==> src/rtl/mat4_vector_transform_unit_assert.svh <==
// Assertion macros used by the RTL of the matrix transform unit.
// Each macro expands to nothing when SYNTHESIS is defined.
`ifndef MAT4_VECTOR_TRANSFORM_UNIT_ASSERT_SVH
`define MAT4_VECTOR_TRANSFORM_UNIT_ASSERT_SVH

`ifndef SYNTHESIS
`define MVT_CHECK(lbl, clk, rstn, prop, msg) \
	lbl: assert property (@(posedge clk) disable iff (!rstn) prop) else $error(msg);
`define MVT_CHECK_NEXT(lbl, clk, rstn, ante, cons, msg) \
	lbl: assert property (@(posedge clk) disable iff (!rstn) (ante) |=> (cons)) else $error(msg);
`else
`define MVT_CHECK(lbl, clk, rstn, prop, msg)
`define MVT_CHECK_NEXT(lbl, clk, rstn, ante, cons, msg)
`endif

`endif

==> src/rtl/mvt_pkg.sv <==
`timescale 1ns / 1ps
package mvt_pkg;
	localparam int DIM = 4;
	localparam int FRAC_BITS = 16;
	localparam int NVEC = 4;
	localparam int DATA_W = 32;
	localparam int ROW_W = (DIM > 1) ? $clog2(DIM) : 1;
	localparam int IDX_W = (ROW_W > 2) ? ROW_W : 2;
	localparam int PROD_W = 2 * DATA_W;
	localparam int ACC_W = PROD_W + $clog2(DIM);

	typedef enum logic {
		OP_LOAD = 1'b0,
		OP_XFORM = 1'b1
	} op_t;

	typedef logic signed [DATA_W-1:0] word_t;

	typedef struct packed {
		op_t op;
		logic [1:0] row_index;
		logic [1:0] col_index;
		word_t coef_value;
		word_t vec_x;
		word_t vec_y;
		word_t vec_z;
		word_t vec_w;
	} in_item_t;

	typedef struct packed {
		word_t out_x;
		word_t out_y;
		word_t out_z;
		word_t out_w;
	} out_item_t;

	// Token handed from one column cell to the next.
	typedef struct packed {
		logic valid;
		op_t op;
		logic [1:0] row_index;
		logic [1:0] col_index;
		word_t coef_value;
		word_t [NVEC-1:0] vec;
		logic [DIM-1:0][ACC_W-1:0] acc;
	} cell_bus_t;
endpackage

==> src/rtl/mvt_out_if.sv <==
`timescale 1ns / 1ps
interface mvt_out_if;
	import mvt_pkg::*;
	logic valid;
	logic ready;
	out_item_t data;
	modport source(output valid, output data, input ready);
	modport sink(input valid, input data, output ready);
endinterface

==> src/rtl/mvt_round.sv <==
`timescale 1ns / 1ps
module mvt_round (
	input logic clk,
	input logic arst_n,
	input mvt_pkg::cell_bus_t up,
	output logic up_adv,
	mvt_out_if.source result
);
	import mvt_pkg::*;

	localparam logic signed [ACC_W-1:0] HALF = ACC_W'(1) << (FRAC_BITS - 1);
	localparam logic signed [ACC_W-1:0] SAT_HI =
		{{(ACC_W - DATA_W + 1){1'b0}}, {(DATA_W - 1){1'b1}}};
	localparam logic signed [ACC_W-1:0] SAT_LO =
		{{(ACC_W - DATA_W + 1){1'b1}}, {(DATA_W - 1){1'b0}}};

	logic out_v_q;
	out_item_t out_q;
	logic adv;
	word_t res [NVEC];

	function automatic word_t round_sat(input logic [ACC_W-1:0] acc);
		logic signed [ACC_W-1:0] sum;
		logic signed [ACC_W-1:0] q;
		word_t r;
		sum = $signed(acc) + HALF;
		q = sum >>> FRAC_BITS;
		priority if (q > SAT_HI) begin
			r = SAT_HI[DATA_W-1:0];
		end else if (q < SAT_LO) begin
			r = SAT_LO[DATA_W-1:0];
		end else begin
			r = q[DATA_W-1:0];
		end
		return r;
	endfunction

	for (genvar r = 0; r < NVEC; r++) begin : g_row
		if (r < DIM) begin : g_live
			assign res[r] = round_sat(up.acc[r]);
		end else begin : g_zero
			assign res[r] = '0;
		end
	end

	assign adv = !out_v_q || result.ready;
	assign up_adv = adv;

	always_ff @(posedge clk or negedge arst_n) begin
		if (!arst_n) begin
			out_v_q <= 1'b0;
		end else if (adv) begin
			out_v_q <= up.valid && (up.op == OP_XFORM);
		end
	end

	always_ff @(posedge clk) begin
		if (adv) begin
			out_q.out_x <= res[0];
			out_q.out_y <= res[1];
			out_q.out_z <= res[2];
			out_q.out_w <= res[3];
		end
	end

	assign result.valid = out_v_q;
	assign result.data = out_q;
endmodule

==> src/flat_wrapper.sv <==
// flat-port wrapper written by rule: the top's interface ports become plain ports
module mvt_round_flat import mvt_pkg::*;
  (clk, arst_n, up, up_adv, result_valid, result_data, result_ready);
  mvt_out_if result_i ();
  input logic clk;
  input logic arst_n;
  input mvt_pkg::cell_bus_t up;
  output logic up_adv;
  output wire logic [$bits(result_i.valid)-1:0] result_valid;
  output wire logic [$bits(result_i.data)-1:0] result_data;
  input wire logic [$bits(result_i.ready)-1:0] result_ready;
  assign result_valid = result_i.valid;
  assign result_data = result_i.data;
  assign result_i.ready = result_ready;
  mvt_round u_core (.clk(clk), .arst_n(arst_n), .up(up), .up_adv(up_adv), .result(result_i));
endmodule
==> config.mk <==
export PLATFORM = sky130hd
export DESIGN_NAME = mvt_round_flat
export DESIGN_NICKNAME = d
export VERILOG_FILES = /design/src/rtl/mat4_vector_transform_unit_assert.svh /design/src/rtl/mvt_pkg.sv /design/src/rtl/mvt_out_if.sv /design/src/rtl/mvt_round.sv /design/src/flat_wrapper.sv
export SDC_FILE = /design/constraint.sdc
export NUM_CORES = 1
export LEC_CHECK = 0
export BUFFER_PORTS_ARGS = -buffer_cell sky130_fd_sc_hd__buf_2
export CAP_MARGIN = 20
export CORE_AREA = 2 2 221 223
export DETAILED_ROUTE_END_ITERATION = 10
export DIE_AREA = 0 0 223 225
export SYNTH_ARGS = -nofsm -noshare
export SYNTH_HDL_FRONTEND = slang
export SYNTH_SLANG_ARGS = --single-unit
==> constraint.sdc <==
create_clock -name clk -period 8.45 [get_ports clk]
set_clock_uncertainty 0.15 [all_clocks]
set_input_delay 0.845 -clock clk [delete_from_list [all_inputs] [get_ports clk]]
set_output_delay 0.845 -clock clk [all_outputs]
set_load 0.02 [all_outputs]
* Yosys cells after proc, flatten, opt, wreduce, memory -nomap -nowiden
Cells that the tools add are included.
** Storage, ports and cells
- Word-level logic and storage cells :: 24
- Memories kept :: 0
- ROM bits :: 0
- Input bits :: 433
- Bits in latches :: 0
- Register bits :: 129
- Bits in writable memories :: 0
** Operators by class
- Mux-type cells :: 4
- Equality and inequality tests :: 0
- Reduce and logical (&&, ||, !) cells :: 3
- Multipliers :: 0
- $lt $le $gt $ge :: 8
- Shift-type cells :: 0
- Div/mod/pow operators :: 0
- Add/sub/neg operators :: 4
- Bitwise operators :: 0
** Operator list (count)
- $add A66 B17 Y66 const B :: 4
- $gt A50 B32 Y1 const B :: 4
- $lt A50 B32 Y1 const B :: 4
- $mux W32 :: 4
- $logic_and A1 B1 Y1 :: 1
- $logic_not A1 Y1 :: 1
- $logic_or A1 B1 Y1 :: 1

* Logic depth before layout (Yosys ltp)
- Depth after elaboration :: 3
- Gate-level depth with buffers :: 12
- Depth with buffers taken out :: 9

* Worst setup path before layout
No wires, ideal clock.
- Kind :: input -> output
- Start point :: in result_ready
- End point :: out up_adv
- Data arrival time :: 4.092 ns
- Path buffers :: 0
- Data required time :: 7.455 ns
- Path slack :: 3.363 ns
- Cell stages on the path :: 1
- Cells stage by stage :: nand2b_1
** Between the ends
- Word-level cells in the longest chain between the ends :: 1
** RTL lines
- start: declaration :: line flat_wrapper.sv:11 : input wire logic [$bits(result_i.ready)-1:0] result_ready;
- $logic_or A1 B1 Y1 :: line mvt_round.sv:46 : assign adv = !out_v_q || result.ready;
- end: declaration :: line flat_wrapper.sv:8 : output logic up_adv;
No other way between the ends.

* Worst setup path in the final report
- Start point :: in up[86] in the netlist's numbering
- End point :: reg u_core.out_q, in the netlist u_core.result.data[75] (data pin)
** Between the ends
- Word-level cells in the longest chain between the ends :: 3
- Elaborated cells on any way between the ends :: 4
** RTL lines
- start: declaration :: line flat_wrapper.sv:7 : input mvt_pkg::cell_bus_t up;
- $add A66 B17 Y66 * :: line mvt_round.sv:26 : sum = $signed(acc) + HALF;
- $lt A50 B32 Y1 :: line mvt_round.sv:30 : end else if (q < SAT_LO) begin
- $mux W32 :: line mvt_round.sv:30
- end: declaration :: line mvt_round.sv:18 : out_item_t out_q;
Every way passes the cells marked *; elsewhere a longest branch is shown, timed or not.
A chain may end at the register's enable or synchronous reset.

==> metrics.txt <==
Bufs on Longest Clock Path=2; most common flop cell mapped by yosys=edfxtp_1; CP required=8.49 ns; R2R depth=4; FF-to-FF End=u_core.result.valid$_DFFE_PN0P_; status=finished, final reports clean; Post-synth ARST share=0.775%; CP Capture Type=register; crit path to=u_core.result.data[75]$_SDFFCE_PN1P_; #FFs+latches synth=between 100 and 150; largest net degree at the start of global routing=57; CP dominant cell by count=nand4_1; Critical Path Max Stage Delay=0.95 ns; CP top delay family=simple AND/OR/NAND/NOR gates; final layout net count=1766; WHS=0.543 ns; antenna viol nets, final=0; final hold vios=0; WP data arrival=4.62 ns; total power=approximately 1900 µW; largest family of logic cells by synthesized area=simple AND/OR/NAND/NOR gates; startpoint types=input pin; post-synthesis xor/xnor area fraction=14.3%; crit path buf inv count=2; vias per inst=4.71; CTS buffer count=17; global-route wire length before repair=50.8 mm; CP Cell Sequence=buf_2 > and4_1 > nand4_1 > nor4_1 > nand4_1 > xnor2_1 > or4_1 > o41ai_4 > buf_4 > a21oi_1; Post-Layout Cell Count=1959; CTS clk-pin slew, worst paths=0.06 ns; power per cell area=roughly 150 mW/mm²; vias in the first global route=8725; Cells after DPL=approximately 1900; Min-Delay Path Class=in -> async; Layout area overhead=32.4%; Placeable Area=0.0475 mm²; Initial DRC Count=approximately 410; relative slew slack=24.1%; Least-Margin Pin Slew=1.13 ns; sequential share of the synthesized area=41.6%; CP Class=in -> reg; post-synthesis adder-cell area fraction=less than 1%; Die Wd=223 µm; antenna violations before repair=3; CP Max Fanout=18; Die Ht=225 µm; postcts setup bufs=0; share of post-route cells with drive strength above 1=30.6%; commonest non-fill, non-tap cell in the layout=buf_2; final WL=between 30 and 40 mm; Ys Warns=0; crit path time final=4.58 ns; CP Launch Point=up[86]; Leakage=0.00454 µW; Critical R2R Launch=u_core.result.valid$_DFFE_PN0P_; Post-synth EDFFs=128; DR pass1 iterations=5; Worst-Skew Late Latency=roughly 0.47 ns; Slew Limit Fails=0; hpwl dp=27.5 mm; Worst path slowest cell=nor4_1; GPL Wtd Cong=0.910; TNS Setup=0 ns; worst vdd ir=96.0 µV; I/O Pins=563; fin crit share=54.2%; port bufs=about 340; CTS sink cnt=129; mux cell area share after synthesis=less than 1%; Post-Syn Nets=1437; Synth Cell Area=0.00930 mm²; max cap viols=0; CTS tree=built; CTS Root Cell=clkbuf_16; Compound-Gate Fraction of Synth Area=about 12%; # setup viols final=0; GRT overflow=0; R2R Setup Slk=6.20 ns; syn avg cell area=9.30 µm²; simple-gate share of the synthesized area=27.5%; htree depth=4; RSZ-0062 raised after global routing=no; Gate Count Post-Synth=1000; Starting Density=19.6%; DRC=0; per-cell routed wire length=17.5 µm; total track usage=13.4%; Max Fclk=approximately 220 MHz; Yosys cell types=68; num rows=80; total number of vias=9220; Crit. path cell count=10; Die Area=0.0502 mm²; most frequent cells in the layout=buf_2 (338), edfxtp_1 (128), xor2_1 (100), nand2_1 (85), nand3_1 (84)
## final cells by class
type                            count  area, µm²
Clock inverter                     15        144
Timing Repair Buffer              352       1800
Antenna cell                        2       5.00
Multi-Input combinational cell    811       5240
Clock buffer                       17        425
Sequential cell                   129       3870
Fill cell                        5151      35200
Inverter                           18       67.6
Tap cell                          615        769
## metal layers
| layer | up-vias | global-route usage, % | part of all wire (%) | routed length (µm) |
|---|---|---|---|---|
| met5 | - | 0 | 0 | 0 |
| met4 | 0 | 5.00 | 1.7 | 587 |
| met3 | 33 | 4.21 | 7.4 | 2540 |
| met2 | 338 | 22.2 | 48 | 16400 |
| met1 | 4402 | 16.4 | 43 | 14700 |
| li1 | 4447 | - | - | - |
## cell families (layout without fill, tap and decap cells)
kind of cell / count (synthesis) / after routing
xor+xnor: 152 / 152
compound gates: 192 / 192
simple gates: 455 / 455
fa+ha+maj: 4 / 4
other cells: 0 / 2
mux: 8 / 8
flops: 129 / 129
buf+inv: 60 / 402
## worst min path at each step
stage / end / depth (start not counted) / from
final: u_core.result.valid$_DFFE_PN0P_ / 2 / arst_n
after global routing: u_core.result.valid$_DFFE_PN0P_ / 2 / arst_n
after CTS: u_core.result.valid$_DFFE_PN0P_ / 2 / arst_n
after global placement: u_core.result.valid$_DFFE_PN0P_ / 1 / arst_n
after floorplan: u_core.result.valid$_DFFE_PN0P_ / 0 / arst_n
after detailed placement: u_core.result.valid$_DFFE_PN0P_ / 1 / arst_n
## what timing repair did
| action | CTS | global route |
|---|---|---|
| hold buffers | 1 | 0 |
| gates resized for setup | 0 | 0 |
| endpoints found under the hold margin | 1 | 0 |
## metrics by stage
step / util [%] / area (µm²) / setup slack, ns
2_1_floorplan: - / 9300 / 3.36
3_3_place_gp: 24.7 / 11700 / 3.42
3_5_place_dp: 24.7 / 11700 / 3.41
4_1_cts: 25.9 / 12300 / 3.93
5_1_grt: 25.9 / 12300 / 3.61
6_report: 25.9 / 12300 / 3.87
## sequential cells by signal, summed over array words and instances, names as in the netlist
| name | flops |
|---|---|
| u_core.result.data | 128 |
| u_core.result.valid | 1 |
## cells in the mapped netlist (4+ instances only)
library cell | number | area (µm²)
xor2_1 | 100 | 876
nand2b_1 | 4 | 25.0
nor3b_1 | 6 | 45.0
o21ai_1 | 43 | 215
nand4_1 | 58 | 363
o21ai_0 | 56 | 280
nor3_1 | 22 | 110
or2_2 | 7 | 43.8
and3_1 | 32 | 200
nor4_1 | 19 | 119
or3_1 | 5 | 31.3
xnor2_1 | 52 | 455
a21o_1 | 4 | 30.0
or4_1 | 8 | 60.1
and4_1 | 22 | 193
clkbuf_1 | 29 | 109
edfxtp_1 | 128 | 3840
a31oi_1 | 12 | 75.1
ha_1 | 4 | 50.1
a21oi_1 | 40 | 200
nor4bb_1 | 4 | 40.0
nand3_1 | 84 | 420
and2_1 | 14 | 87.6
buf_2 | 9 | 45.0
and3b_1 | 4 | 35.0
nor2_1 | 60 | 225
mux2i_1 | 7 | 70.1
inv_1 | 18 | 67.6
o31ai_1 | 4 | 30.0
nand2_1 | 85 | 319
## power breakdown
group | switching [µW] | leakage (µW) | internal (µW) | total (µW)
sequential | 16.0 | 0.00129 | 768 | 784
combinational | 246 | 0.00297 | 127 | 373
clock | 316 | 0.000270 | 429 | 746
total | 578 | 0.00454 | 1320 | 1900
## worst register-to-register path: cells and delay by family, from the launching register on
| family | cells | cell delay, ns |
|---|---|---|
| buffers and inverters | 2 | 1.04 |
| and+or+nand+nor | 2 | 0.44 |
| DFF | 1 | 0.40 |
(Power assumes the default switching activity.)
